**config.mk**
```make
export PLATFORM = sky130hd
export DESIGN_NAME = lesf_div
export DESIGN_NICKNAME = d
export VERILOG_FILES = /design/src/lesf_pkg.sv /design/src/lesf_div.sv
export SDC_FILE = /design/constraint.sdc
export NUM_CORES = 1
export LEC_CHECK = 0
export BUFFER_PORTS_ARGS = -buffer_cell sky130_fd_sc_hd__buf_4
export CORE_MARGIN = 3
export CORE_UTILIZATION = 35
export CTS_CLUSTER_SIZE = 20
export DETAILED_ROUTE_END_ITERATION = 8
export GPL_ROUTABILITY_DRIVEN = 0
export PLACE_DENSITY = 0.62
export SLEW_MARGIN = 20
export SYNTH_ARGS = -nofsm -noshare
export SYNTH_HDL_FRONTEND = slang
export SYNTH_SLANG_ARGS = --single-unit
```
**constraint.sdc**
```tcl
create_clock -name clk -period 3.1 [get_ports clk]
set_input_delay 0 -clock clk [delete_from_list [all_inputs] [get_ports clk]]
set_output_delay 0 -clock clk [all_outputs]
set_load 0.005 [all_outputs]
```
**src/lesf_pkg.sv**
```systemverilog
// ----------------------------------------------------------------------------
// lesf_pkg
// Shared types and constants of the largest empty square finder.
// ----------------------------------------------------------------------------
`timescale 1ns / 1ps

package lesf_pkg;

  localparam int MAX_ROWS  = 256;
  localparam int MAX_COLS  = 256;
  localparam int MAP_CELLS = MAX_ROWS * MAX_COLS;

  // Configuration register indexes
  localparam logic [2:0] REG_ROWS  = 3'd0;
  localparam logic [2:0] REG_COLS  = 3'd1;
  localparam logic [2:0] REG_EMPTY = 3'd2;
  localparam logic [2:0] REG_OBST  = 3'd3;
  localparam logic [2:0] REG_FILL  = 3'd4;

  typedef enum logic [2:0] {
    ST_CELL_OK  = 3'd0,
    ST_LOAD_OK  = 3'd1,
    ST_MAP_ERR  = 3'd2,
    ST_OUT_CELL = 3'd3,
    ST_NO_DATA  = 3'd4
  } lesf_status_t;

  typedef struct packed {
    logic [8:0] rows;
    logic [8:0] cols;
    logic [7:0] empty_code;
    logic [7:0] obst_code;
    logic [7:0] fill_code;
  } lesf_cfg_t;

  // Classified input item
  typedef struct packed {
    logic mode;
    logic obst;
    logic bad;
  } lesf_cmd_t;

  typedef struct packed {
    lesf_status_t status;
    logic [7:0]   square_row;
    logic [7:0]   square_col;
    logic [8:0]   square_side;
    logic [7:0]   out_byte;
    logic         end_of_row;
    logic         last_cell;
  } lesf_res_t;

  typedef struct packed {
    logic        start;
    logic [15:0] dividend;
    logic [8:0]  divisor;
  } lesf_div_req_t;

  typedef struct packed {
    logic        done;
    logic [15:0] quot;
    logic [8:0]  rem;
  } lesf_div_rsp_t;

endpackage

```
**src/lesf_div.sv**
```systemverilog
// ----------------------------------------------------------------------------
// lesf_div
// Restoring divider, one quotient bit per cycle; maps a read index to row/column.
// ----------------------------------------------------------------------------
`timescale 1ns / 1ps

module lesf_div (
  input  logic                    clk,
  input  logic                    rst_n,
  input  lesf_pkg::lesf_div_req_t req,
  output lesf_pkg::lesf_div_rsp_t rsp
);
  import lesf_pkg::*;

  localparam int QW  = 16;
  localparam int CW  = $clog2(QW + 1);

  logic [QW-1:0] q_r, q_nxt;
  logic [8:0]    rem_r, rem_nxt;
  logic [8:0]    dvs_r, dvs_nxt;
  logic [CW-1:0] cnt_r, cnt_nxt;
  logic          busy_r, busy_nxt;
  logic          done_r, done_nxt;
  logic [9:0]    trial;

  always_comb begin
    q_nxt    = q_r;
    rem_nxt  = rem_r;
    dvs_nxt  = dvs_r;
    cnt_nxt  = cnt_r;
    busy_nxt = busy_r;
    done_nxt = 1'b0;
    trial    = {rem_r, q_r[QW-1]};
    if (req.start) begin
      q_nxt    = req.dividend;
      rem_nxt  = '0;
      dvs_nxt  = req.divisor;
      cnt_nxt  = CW'(QW);
      busy_nxt = 1'b1;
    end else if (busy_r) begin
      // shift in the next dividend bit, subtract when it fits
      if (trial >= {1'b0, dvs_r}) begin
        rem_nxt = 9'(trial - {1'b0, dvs_r});
        q_nxt   = {q_r[QW-2:0], 1'b1};
      end else begin
        rem_nxt = trial[8:0];
        q_nxt   = {q_r[QW-2:0], 1'b0};
      end
      cnt_nxt = cnt_r - CW'(1);
      if (cnt_r == CW'(1)) begin
        busy_nxt = 1'b0;
        done_nxt = 1'b1;
      end
    end
  end

  always_ff @(posedge clk) begin
    q_r   <= q_nxt;
    rem_r <= rem_nxt;
    dvs_r <= dvs_nxt;
  end

  always_ff @(posedge clk) begin
    if (!rst_n) begin
      cnt_r  <= '0;
      busy_r <= 1'b0;
      done_r <= 1'b0;
    end else begin
      cnt_r  <= cnt_nxt;
      busy_r <= busy_nxt;
      done_r <= done_nxt;
    end
  end

  assign rsp.done = done_r;
  assign rsp.quot = q_r;
  assign rsp.rem  = rem_r;

endmodule

```
**After elaboration in Yosys (flattened, before gate mapping)**

Cells that the tools add are included.
W data, S select, Z words.

- Register bits after elaboration: 41
- Output and inout bits: 26
- Bits of input ports: 28

- Equality and inequality tests: 1
- Mux-type cells: 10
- Add/subtract/negate cells: 2
- Order comparisons: 1
- Bitwise operators: 2
- Reductions and logical operators: 3

Operators by type and width:

| kind | count |
|---|---|
| $mux W16 | 2 |
| $ge A10 B9 Y1 | 1 |
| $mux W5 | 2 |
| $mux W9 | 1 |
| $sub A9 B9 Y9 | 1 |
| $eq A5 B1 Y1 const B | 1 |
| $mux W1 | 5 |
| $sub A5 B1 Y5 const B | 1 |
| $reduce_or A3 Y1 | 1 |
| $not A1 Y1 | 2 |
| $reduce_bool A2 Y1 | 1 |
| $reduce_or A2 Y1 | 1 |

**Logic depth before layout (Yosys ltp)**

Gate-level depths: netlist (run 1).

- Depth after elaboration: 4
- Depth in mapped cells: 10
- Gate-level depth less buffers: 9

**Least setup slack after synthesis (run 1)**

Ideal clock, no wire load.

- Path kind: register to register
- Start point: register q_r[15]
- End point: register q_r[0] (data pin)
- Arrival: 2.090 ns
- Cell stages (with the launch flop): 11
- Period minus slack after synthesis: 2.350 ns
- Required time: 2.840 ns
- Path slack: 0.750 ns
- Path through: edfxtp_1 -> inv_1 -> ha_1 -> inv_1 -> fa_1 -> a211o_2 -> nand2_4 -> a2111o_1 -> buf_6 -> nand2_1 -> mux2_2

- Cells in the longest elaborated chain, start to end: 4

RTL lines:

| element | RTL line | text |
|---|---|---|
| start, declared | lesf_div.sv:18 | `logic [QW-1:0] q_r, q_nxt;` |
| start signal, assigned | lesf_div.sv:58 | `q_r <= q_nxt;` |
| $ge A10 B9 Y1 | lesf_div.sv:42 | `if (trial >= {1'b0, dvs_r}) begin` |
| $mux W1 | lesf_div.sv:42 |  |
| $mux W16 | lesf_div.sv:40 | `end else if (busy_r) begin` |
| $mux W16 | lesf_div.sv:34 | `if (req.start) begin` |
| via q_nxt[0] | lesf_div.sv:18 |  |

The timed path passes the listed nets, and every way through them passes these cells. The select of a mux whose other input is x is not followed.
A chain may end at the register's enable or synchronous reset.

**Worst setup path in the final report (run 1)**

- Start point: register q_r[15]
- End point: register rem_r[0]

- Cells in the longest elaborated chain, start to end: 2
- Elaborated cells between the ends (all ways): 3

RTL lines:

| element | RTL line | text |
|---|---|---|
| $sub A9 B9 Y9 / $ge A10 B9 Y1 (equally long branches) | lesf_div.sv:43, lesf_div.sv:42 |  |
| $mux W9 * | lesf_div.sv:42 |  |
| end signal, assigned | lesf_div.sv:59 | `rem_r <= rem_nxt;` |
| end, declared | lesf_div.sv:19 | `logic [8:0] rem_r, rem_nxt;` |

Every way passes the cells marked *; elsewhere a longest branch is shown, timed or not.

==> impl_metrics.tcl, run 1 <==
set metrics [dict create \
    outcome "finished clean" \
    die_area_um2 7249 \
    crit_fanout 9 \
    met2_usage_pct 23.02 \
    instances_no_fill 341 \
    cts_buffers 5 \
    worstHoldStart "req[13]" \
    first_pass_iters 4 \
    clockBufferDepth 2 \
    grt_max_degree 36 \
    rows 28 \
    grt_first_pass_wirelength_um 8093 \
    rr_startpoint "q_r[15]" \
    start_kind "flip-flop" \
    path_clk_slew_ns 0.08 \
    ys.flop_type "edfxtp_1" \
    power_density_nw_per_um2 467.4 \
    layout_commonest_cell "buf_4" \
    start_util_pct 36.59 \
    post-dp-hpwl_um 3479 \
    die_w_um 85.14 \
    hold_path_depth 2 \
    synthArstFlopShare_pct 0 \
    arrival_ns 2.56 \
    cts.sinks 41 \
    internal_power_w 0.001031 \
    rr_endpoint "rem_r[0]" \
    drt_iter0_markers 66 \
    syn-cell-area_um2 2192 \
    crit_type "reg -> reg" \
    clkLatencyLatePin_ns 0.30 \
    synth.distinct_cells 49 \
    r2r_slack_ns 0.74 \
    grt_pass1_vias 1694 \
    drv_slew 0 \
    layout_common_cells "54 x buf_4, 25 x edfxtp_1, 20 x dlygate4sd3_1, 18 x nor2_1" \
    n_fill_cell 552 \
    syn-num-nets 232 \
    nets 305 \
    worstMarginPinSlew_ns 0.7436 \
    ys_ff_latch 41 \
    pwr-share-comb_pct 21.5 \
    setup_viol 0 \
    wl_per_cell_um 14.05 \
    antennaDiodeCount 0 \
    p_clk_share_pct 30.7 \
    seqPwrFrac_pct 47.8 \
    startpoint "q_r[15]" \
    track_usage_pct 13.95 \
    synth_warnings 0 \
    cts_hold_buf 19 \
    peakVddDrop_mv 0.2502 \
    h-tree-depth 2 \
    hold_viol_final 0 \
    dp.cells 313 \
    use_met1_pct 18.32 \
    slew_headroom_pct 50.42 \
    syn_to_final_growth_pct 34.76 \
    cts_resized 0 \
    globalRouteOverflowTotal 0 \
    synthCells 192 \
    drc_errors 0 \
    crit_required_ns 3.30 \
    port_buffers 53 \
    fin_skew_ns 0.01121 \
    sw_frac_of_total_pct 25.33 \
    clock.fmax_ghz 0.4243 \
    use_met3_pct 3.592 \
    antenna_found_initial 0 \
    grt_busiest_layer "met2" \
    min_period_ns 2.357 \
    vias 1668 \
    r2r_cells 10 \
    syn_avg_cell_area_um2 11.42 \
    critPathCaptureType "flip-flop" \
    period_share_pct 76.02 \
    ant_nets 0 \
    ioPinCount 54 \
    min_to "q_r[4]" \
    drive_gt1_share_pct 33.08 \
    post_cts_buffers 0 \
    maxCapViolations 0 \
    drt_wl_total_um 4792 \
    synth-edff-count 25 \
    switchingPower_w 0.0003497 \
    hp-class "in -> reg" \
    avgViaCountPerCell 4.891 \
    core_region_area_um2 5991 \
    rsz0062_at_grt "false" \
    fin_tns_setup_ns 0 \
    die_h_um 85.14 \
    tritoncts "yes" \
    ys_seq_area_share_pct 48.86 \
    p_leak_nw 1.218 \
    cts-root-buf "clkbuf_8" \
]
per-stage QoR:
stage                     total power (W)  setup WS (ns)  instance area (um2)  utilization (%)  hold slack, ns
after CTS                        0.001398         0.7313                 2944            49.14        0.003459
final                            0.001381         0.7434                 2954            49.31         0.01566
after detailed placement        0.0009512         0.7406                 2646            44.17          0.1794
after floorplan                 0.0008422         0.7502                 2192                -         0.09887
after global routing             0.001455         0.5734                 2954            49.31        0.004379
after global placement          0.0009483         0.8141                 2646            44.17          0.1783
state kept, by name, indices dropped and copies added (netlist names):
name    cells
done_r      1
cnt_r       5
rem_r       9
dvs_r       9
busy_r      1
q_r        16
logic make-up after synthesis:
kind of cell / count (synthesis) / synth area share [%]
adders and majority gates: 12 / 7.192
muxes: 17 / 8.676
xor gates and xnor gates: 9 / 3.596
buffers and inverters: 23 / 4.623
DFF: 41 / 48.86
AOI/OAI and AO/OA: 40 / 15.93
and+or+nand+nor: 50 / 11.13
worst max-delay path, cell delays in order, from the launching register on:
cell and delay [ns]:
edfxtp_1 0.42, inv_1 0.08, ha_1 0.16, inv_1 0.05, fa_1 0.40, a211o_2 0.39
nand2_4 0.09, a2111o_1 0.16, buf_4 0.17, nand3_1 0.10, a311oi_2 0.26
power by group through the flow:
stage          clock network (W)  registers (W)  logic (W)
2_1_floorplan                  0       0.000666   0.000176
3_3_place_gp                   0       0.000674   0.000275
3_5_place_dp                   0       0.000674   0.000277
4_1_cts                 0.000438       0.000662   0.000298
5_1_grt                 0.000459       0.000669   0.000328
6_report                0.000424       0.000660   0.000296
Yosys cell counts (all sizes together), types with 3 or more instances:
| master | number | area share, % |
|---|---|---|
| a21oi | 3 | 0.68 |
| a311oi | 4 | 1.9 |
| buf | 5 | 1.5 |
| clkbuf | 3 | 0.51 |
| dfxtp | 16 | 15 |
| edfxtp | 25 | 34 |
| ha | 11 | 6.3 |
| inv | 15 | 2.6 |
| mux2 | 16 | 8.2 |
| nand2 | 11 | 2.2 |
| nand2b | 3 | 0.86 |
| nand3 | 4 | 0.91 |
| nor2 | 18 | 3.1 |
| nor3 | 4 | 0.91 |
| o21a | 3 | 1.1 |
| o21ai | 6 | 1.9 |
| o31ai | 5 | 1.7 |
| xnor2 | 6 | 2.4 |
| xor2 | 3 | 1.2 |
worst max-delay path by stage:
stage	endpoint	cells past startpoint
after floorplan	q_r[0]	10
after global placement	q_r[0]	9
after detailed placement	q_r[0]	9
after CTS	rem_r[1]	10
after global routing	rem_r[1]	10
final	rem_r[0]	10
layer usage:
layer  routed length [um]  up-vias
li1                     -      852
met1                 2208      776
met2                 2337       34
met3                  192        6
met4                   53        0
met5                    0        -
cell type report:
cell class              instances  area (um2)  area share [%]
multi-input cells             128        1020           34.52
clock inverters                 2       35.03           1.186
repair buffers                 74       605.6           20.50
inverters                      15       56.30           1.906
flip-flops and latches         41        1071           36.26
well taps                      75       93.84           3.177
clock buffers                   6       72.57           2.457
(Power assumes the default switching activity.)
==> run 2: changes to the inputs <==
--- a/config.mk
+++ b/config.mk
@@ -5,6 +5,7 @@
 export SDC_FILE = /design/constraint.sdc
 export NUM_CORES = 1
 export LEC_CHECK = 0
+export ABC_AREA = 1
 export BUFFER_PORTS_ARGS = -buffer_cell sky130_fd_sc_hd__buf_4
 export CORE_MARGIN = 3
 export CORE_UTILIZATION = 35
==> constraint.sdc (replaced) <==
create_clock -name clk -period 2.4 [get_ports clk]
set_input_delay 0 -clock clk [delete_from_list [all_inputs] [get_ports clk]]
set_output_delay 0 -clock clk [all_outputs]
set_load 0.005 [all_outputs]
==> impl_metrics.tcl, run 2 <==
set metrics [dict create \
    die_h_um 85.57 \
    ys.flop_type "edfxtp_1" \
    tritoncts "yes" \
    synth.distinct_cells 29 \
    yosys.cell_count.top_type "nand2_1" \
    synth_top_area_cell "edfxtp_1" \
    start_util_pct 36.77 \
    clkLatencyLatePin_ns 0.30 \
    synth_warnings 0 \
    grt_pass1_vias 1922 \
    die_w_um 85.57 \
    ant_nets 0 \
    ioPinCount 54 \
    post-dp-hpwl_um 3652 \
    fin_tns_setup_ns 0 \
    path_cells "inv_1 > ha_1 > inv_1 > fa_1 > nand4_1 > nand2_1 > nand2_2 > nand2_2 > nand2_1 > nand3_1 > nand2_1" \
    rsz0062_at_grt "false" \
    nets 395 \
    critPathSlowestCell "fa_1" \
    fin_skew_ns 0.009475 \
    synth-edff-count 25 \
    synth_area_leaders "edfxtp_1 34%, nand2_1 18%, dfxtp_1 14%, inv_1 6.4%, ha_1 6.2%" \
    syn-cell-area_um2 2216 \
    drt_iter0_markers 117 \
    path_clk_slew_ns 0.08 \
    vias 1981 \
    start_kind "flip-flop" \
    netlist_top_cells_count "107 x nand2_1, 38 x inv_1, 26 x nand3_1" \
    first_pass_iters 4 \
    setup_viol 0 \
    fin_area_um2 3019 \
    clockBufferDepth 2 \
    power_density_nw_per_um2 563.0 \
    drive_gt1_share_pct 19.94 \
    grt_first_pass_wirelength_um 8659 \
    cpMostUsedCell "nand2_1" \
    synthArstFlopShare_pct 0 \
    drv_slew 0 \
    track_usage_pct 14.87 \
    cts.sinks 41 \
    worstMarginPinSlew_ns 0.6483 \
    synthCells 276 \
    layout_common_cells "107 x nand2_1, 53 x buf_4, 38 x inv_1, 26 x nand3_1" \
    hold_viol_final 0 \
    peakVddDrop_mv 0.3136 \
    antennaDiodeCount 0 \
    hold_path_depth 3 \
    critPathCaptureType "flip-flop" \
    post_cts_buffers 0 \
    core_region_area_um2 6026 \
    period_share_pct 85.22 \
    syn_to_final_growth_pct 36.25 \
    r2r_cells 11 \
    utilization_pct 50.10 \
    antenna_found_initial 0 \
    layout_commonest_cell "nand2_1" \
    crit_type "reg -> reg" \
    p_leak_nw 1.552 \
    syn-num-nets 316 \
    regMostFlops "q_r" \
    n_fill_cell 598 \
    rows 28 \
    finalPower_w 0.001700 \
    ys_seq_area_share_pct 48.33 \
    yosys.area.top_type_share_pct 33.88 \
    cts_buffers 5 \
    crit_fanout 11 \
    slew_headroom_pct 56.73 \
    arrival_ns 2.29 \
    largest_register_ffs 16 \
    crit_required_ns 2.64 \
    globalRouteOverflowTotal 0 \
    drc_errors 0 \
    avgViaCountPerCell 4.596 \
    min_period_ns 2.045 \
    drt_wl_total_um 5118 \
    port_buffers 53 \
    hp-class "in -> reg" \
    top_regs "q_r (16), dvs_r (9), rem_r (9)" \
    wl_per_cell_um 11.87 \
    cp_slowest_stage_delay_ns 0.41 \
    ys_ff_latch 41 \
    grt_max_degree 29 \
    place_area_um2 2663 \
    outcome "finished clean" \
    maxCapViolations 0 \
    cts-root-buf "clkbuf_8" \
    clock.fmax_ghz 0.4890 \
    h-tree-depth 2 \
    die_area_um2 7322 \
    syn_avg_cell_area_um2 8.029 \
]
run 2: changes by cell type after synthesis, sizes merged, moves of 3 or more:
cell,previous run,this run
mux2,16,0
nand2b,3,0
o21ai,6,0
inv,15,39
nand2,11,111
nand3,4,28
o31ai,5,0
a311oi,4,0
xnor2,6,2
run 2: kinds of logic after synthesis:
logic type / count (synthesis) / share of synthesized area [%]
AND/OR/NAND/NOR: 164 / 31.73
buffers and inverters: 46 / 8.808
flip-flops: 41 / 48.33
AO/OA/AOI/OAI: 9 / 2.428
XOR/XNOR: 4 / 1.581
adder cells (fa/ha/maj): 12 / 7.115
run 2: repair_timing:
action / in CTS / in global routing
gates resized for setup: 0 / 0
hold buffers: 25 / 0
endpoints found under the hold margin: 26 / 0
run 2: routing by layer:
| metal | share of wire (%) | GRT usage [%] | vias up |
|---|---|---|---|
| met5 | 0 | 0 | - |
| met3 | 6.5 | 3.650 | 6 |
| li1 | - | - | 1029 |
| met2 | 49 | 25.78 | 49 |
| met1 | 43 | 17.97 | 897 |
| met4 | 1.4 | 5.180 | 0 |
run 2: area by class of cell:
class / count / area, um2 / share of cell area, %
clock buffers: 6 / 72.57 / 2.404
flip-flops and latches: 41 / 1071 / 35.47
well taps: 75 / 93.84 / 3.108
multi-input cells: 189 / 949.7 / 31.45
inverters: 40 / 150.1 / 4.973
clock inverters: 2 / 33.78 / 1.119
repair buffers: 78 / 648.1 / 21.47
run 2: path summary, 6_finish.rpt:
kind         slack (ns)        to     start
min                0.08    q_r[0]    req[9]
min reg2reg        0.50  rem_r[6]  rem_r[6]
max                0.35  rem_r[3]   q_r[15]
max reg2reg        0.35  rem_r[3]   q_r[15]
run 2: worst max-delay path, delay by kind of cell, from the launching register on:
kind                       cells  cell delay (ns)
adders and majority gates      2             0.56
buffers and inverters          2             0.16
DFF                            1             0.39
and+or+nand+nor                7             0.87
run 2: per-stage QoR:
stage	setup WS, ns	std cells	hold WS (ns)
2_1_floorplan	0.5946	276	0.09887
3_3_place_gp	0.4542	398	0.1794
3_5_place_dp	0.3860	398	0.1799
4_1_cts	0.3648	431	0.07940
5_1_grt	0.08779	431	0.1219
6_report	0.3548	431	0.08418
run 2: report_power, final:
| part | switching, W | total (W) | internal (W) | leakage, nW |
|---|---|---|---|---|
| registers | 0.0000310 | 0.000838 | 0.000807 | 0.383 |
| logic | 0.000157 | 0.000315 | 0.000158 | 1.12 |
| clock network | 0.000240 | 0.000547 | 0.000307 | 0.0528 |
==> run 3: changes to the inputs <==
--- a/config.mk
+++ b/config.mk
@@ -7,7 +7,6 @@
 export LEC_CHECK = 0
 export ABC_AREA = 1
 export BUFFER_PORTS_ARGS = -buffer_cell sky130_fd_sc_hd__buf_4
-export CORE_MARGIN = 3
 export CORE_UTILIZATION = 35
 export CTS_CLUSTER_SIZE = 20
 export DETAILED_ROUTE_END_ITERATION = 8
==> impl_metrics.tcl, run 3 (synthesis results as in run 2) <==
set metrics [dict create \
    period_share_pct 84.20 \
    place_area_um2 2663 \
    layout_commonest_cell "nand2_1" \
    path_cells "inv_1 > ha_1 > inv_1 > fa_1 > nand4_1 > nand2_1 > nand2_2 > nand2_2 > nand2_1 > nand3_1 > nand2_1" \
    fin_skew_ns 0.009672 \
    post_cts_buffers 0 \
    crit_type "reg -> reg" \
    die_w_um 81.57 \
    r2r_slack_ns 0.38 \
    rsz0062_at_grt "false" \
    fin_tns_setup_ns 0 \
    largest_register_ffs 16 \
    ioPinCount 54 \
    tritoncts "yes" \
    grt_pass1_vias 1760 \
    track_usage_pct 16.12 \
    drt_iter0_markers 107 \
    utilization_pct 50.56 \
    cts-root-buf "clkbuf_8" \
    drc_errors 0 \
    worstMarginPinSlew_ns 0.6814 \
    crit_required_ns 2.64 \
    regMostFlops "q_r" \
    grt_max_degree 29 \
    clock.fmax_ghz 0.4949 \
    slew_headroom_pct 54.52 \
    vias 1964 \
    setup_viol 0 \
    nets 395 \
    p_clk_share_pct 36.4 \
    start_util_pct 36.77 \
    outcome "finished clean" \
    critPathCaptureType "flip-flop" \
    clkLatencyLatePin_ns 0.30 \
    critPathSlowestCell "fa_1" \
    antenna_found_initial 0 \
    power_density_nw_per_um2 594.1 \
    cts_resized 0 \
    clockBufferDepth 2 \
    pwr-share-comb_pct 17.3 \
    n_fill_cell 586 \
    drive_gt1_share_pct 20.51 \
    worstHoldStart "req[9]" \
    core_region_area_um2 6026 \
    rows 28 \
    post-dp-hpwl_um 3491 \
    instances_no_fill 431 \
    die_area_um2 6654 \
    first_pass_iters 4 \
    cts_buffers 5 \
    dp.cells 398 \
    rr_endpoint "rem_r[7]" \
    min_period_ns 2.021 \
    maxCapViolations 0 \
    min_to "q_r[0]" \
    path_clk_slew_ns 0.09 \
    avgViaCountPerCell 4.557 \
    arrival_ns 2.26 \
    syn_to_final_growth_pct 37.49 \
    finalPower_w 0.001810 \
    internal_power_w 0.001378 \
    antennaDiodeCount 0 \
    cts.sinks 41 \
    h-tree-depth 2 \
    hold_path_depth 3 \
    seqPwrFrac_pct 46.3 \
    crit_fanout 11 \
    hp-class "in -> reg" \
    sw_frac_of_total_pct 23.89 \
    cpMostUsedCell "nand2_1" \
    peakVddDrop_mv 0.3806 \
    drv_slew 0 \
    ant_nets 0 \
    globalRouteOverflowTotal 0 \
    port_buffers 53 \
    r2r_cells 11 \
    rr_startpoint "q_r[15]" \
    layout_common_cells "107 x nand2_1, 53 x buf_4, 38 x inv_1, 26 x nand3_1" \
    die_h_um 81.57 \
    drt_wl_total_um 4899 \
    grt_first_pass_wirelength_um 8073 \
    switchingPower_w 0.0004324 \
    top_regs "q_r (16), dvs_r (9), rem_r (9)" \
    hold_viol_final 0 \
    cp_slowest_stage_delay_ns 0.41 \
    p_leak_nw 1.567 \
    fin_area_um2 3047 \
    wl_per_cell_um 11.37 \
    start_kind "flip-flop" \
]
-- run 3: metrics by stage --
stage          setup slack (ns)  hold slack, ns
2_1_floorplan            0.5946         0.09887
3_3_place_gp             0.4509          0.1786
3_5_place_dp             0.3959          0.1792
4_1_cts                  0.3762         0.07729
5_1_grt                  0.1073         0.08286
6_report                 0.3792          0.1034
-- run 3: worst max path at each step --
stage | start | endpoint | cells after the start
after floorplan | q_r[15] | q_r[0] | 9
after global placement | q_r[15] | rem_r[8] | 11
after detailed placement | q_r[15] | rem_r[7] | 11
after CTS | q_r[15] | rem_r[7] | 11
after global routing | q_r[15] | rem_r[7] | 11
final | q_r[15] | rem_r[7] | 11
-- run 3: final cells by class --
cell class	count	area (um2)	area share [%]
Multi-Input combinational cell	189	949.7	31.17
Inverter	40	150.1	4.928
Timing Repair Buffer	78	648.1	21.27
Tap cell	75	93.84	3.080
Sequential cell	41	1071	35.15
Clock inverter	3	65.06	2.136
Clock buffer	5	68.82	2.259
-- run 3: power groups by stage --
stage	clock network, W	logic (W)	registers [W]
finish	0.000660	0.000313	0.000838
global route	0.000692	0.000352	0.000845
floorplan	0	0.000159	0.000850
CTS	0.000672	0.000314	0.000837
global placement	0	0.000279	0.000853
detailed placement	0	0.000281	0.000851
-- run 3: what timing repair did --
item / 4_1_cts / 5_1_grt
endpoints found under the setup margin: 0 / 0
hold buffers: 25 / 0
hold endpoints to repair: 26 / 0
-- run 3: critical path, delay by kind of cell (launching register included) --
kind / cells / cell delay, ns
AND/OR/NAND/NOR: 7 / 0.84
adder cells (fa/ha/maj): 2 / 0.56
flip-flops: 1 / 0.39
buffers and inverters: 2 / 0.16
-- run 3: per-layer routing --
| metal | up-vias | global-route usage, % | share of wire (%) |
|---|---|---|---|
| li1 | 1027 | - | - |
| met1 | 884 | 19.02 | 43 |
| met2 | 47 | 27.33 | 49 |
| met3 | 6 | 5.222 | 6.5 |
| met4 | 0 | 5.789 | 1.4 |
| met5 | - | 0 | 0 |
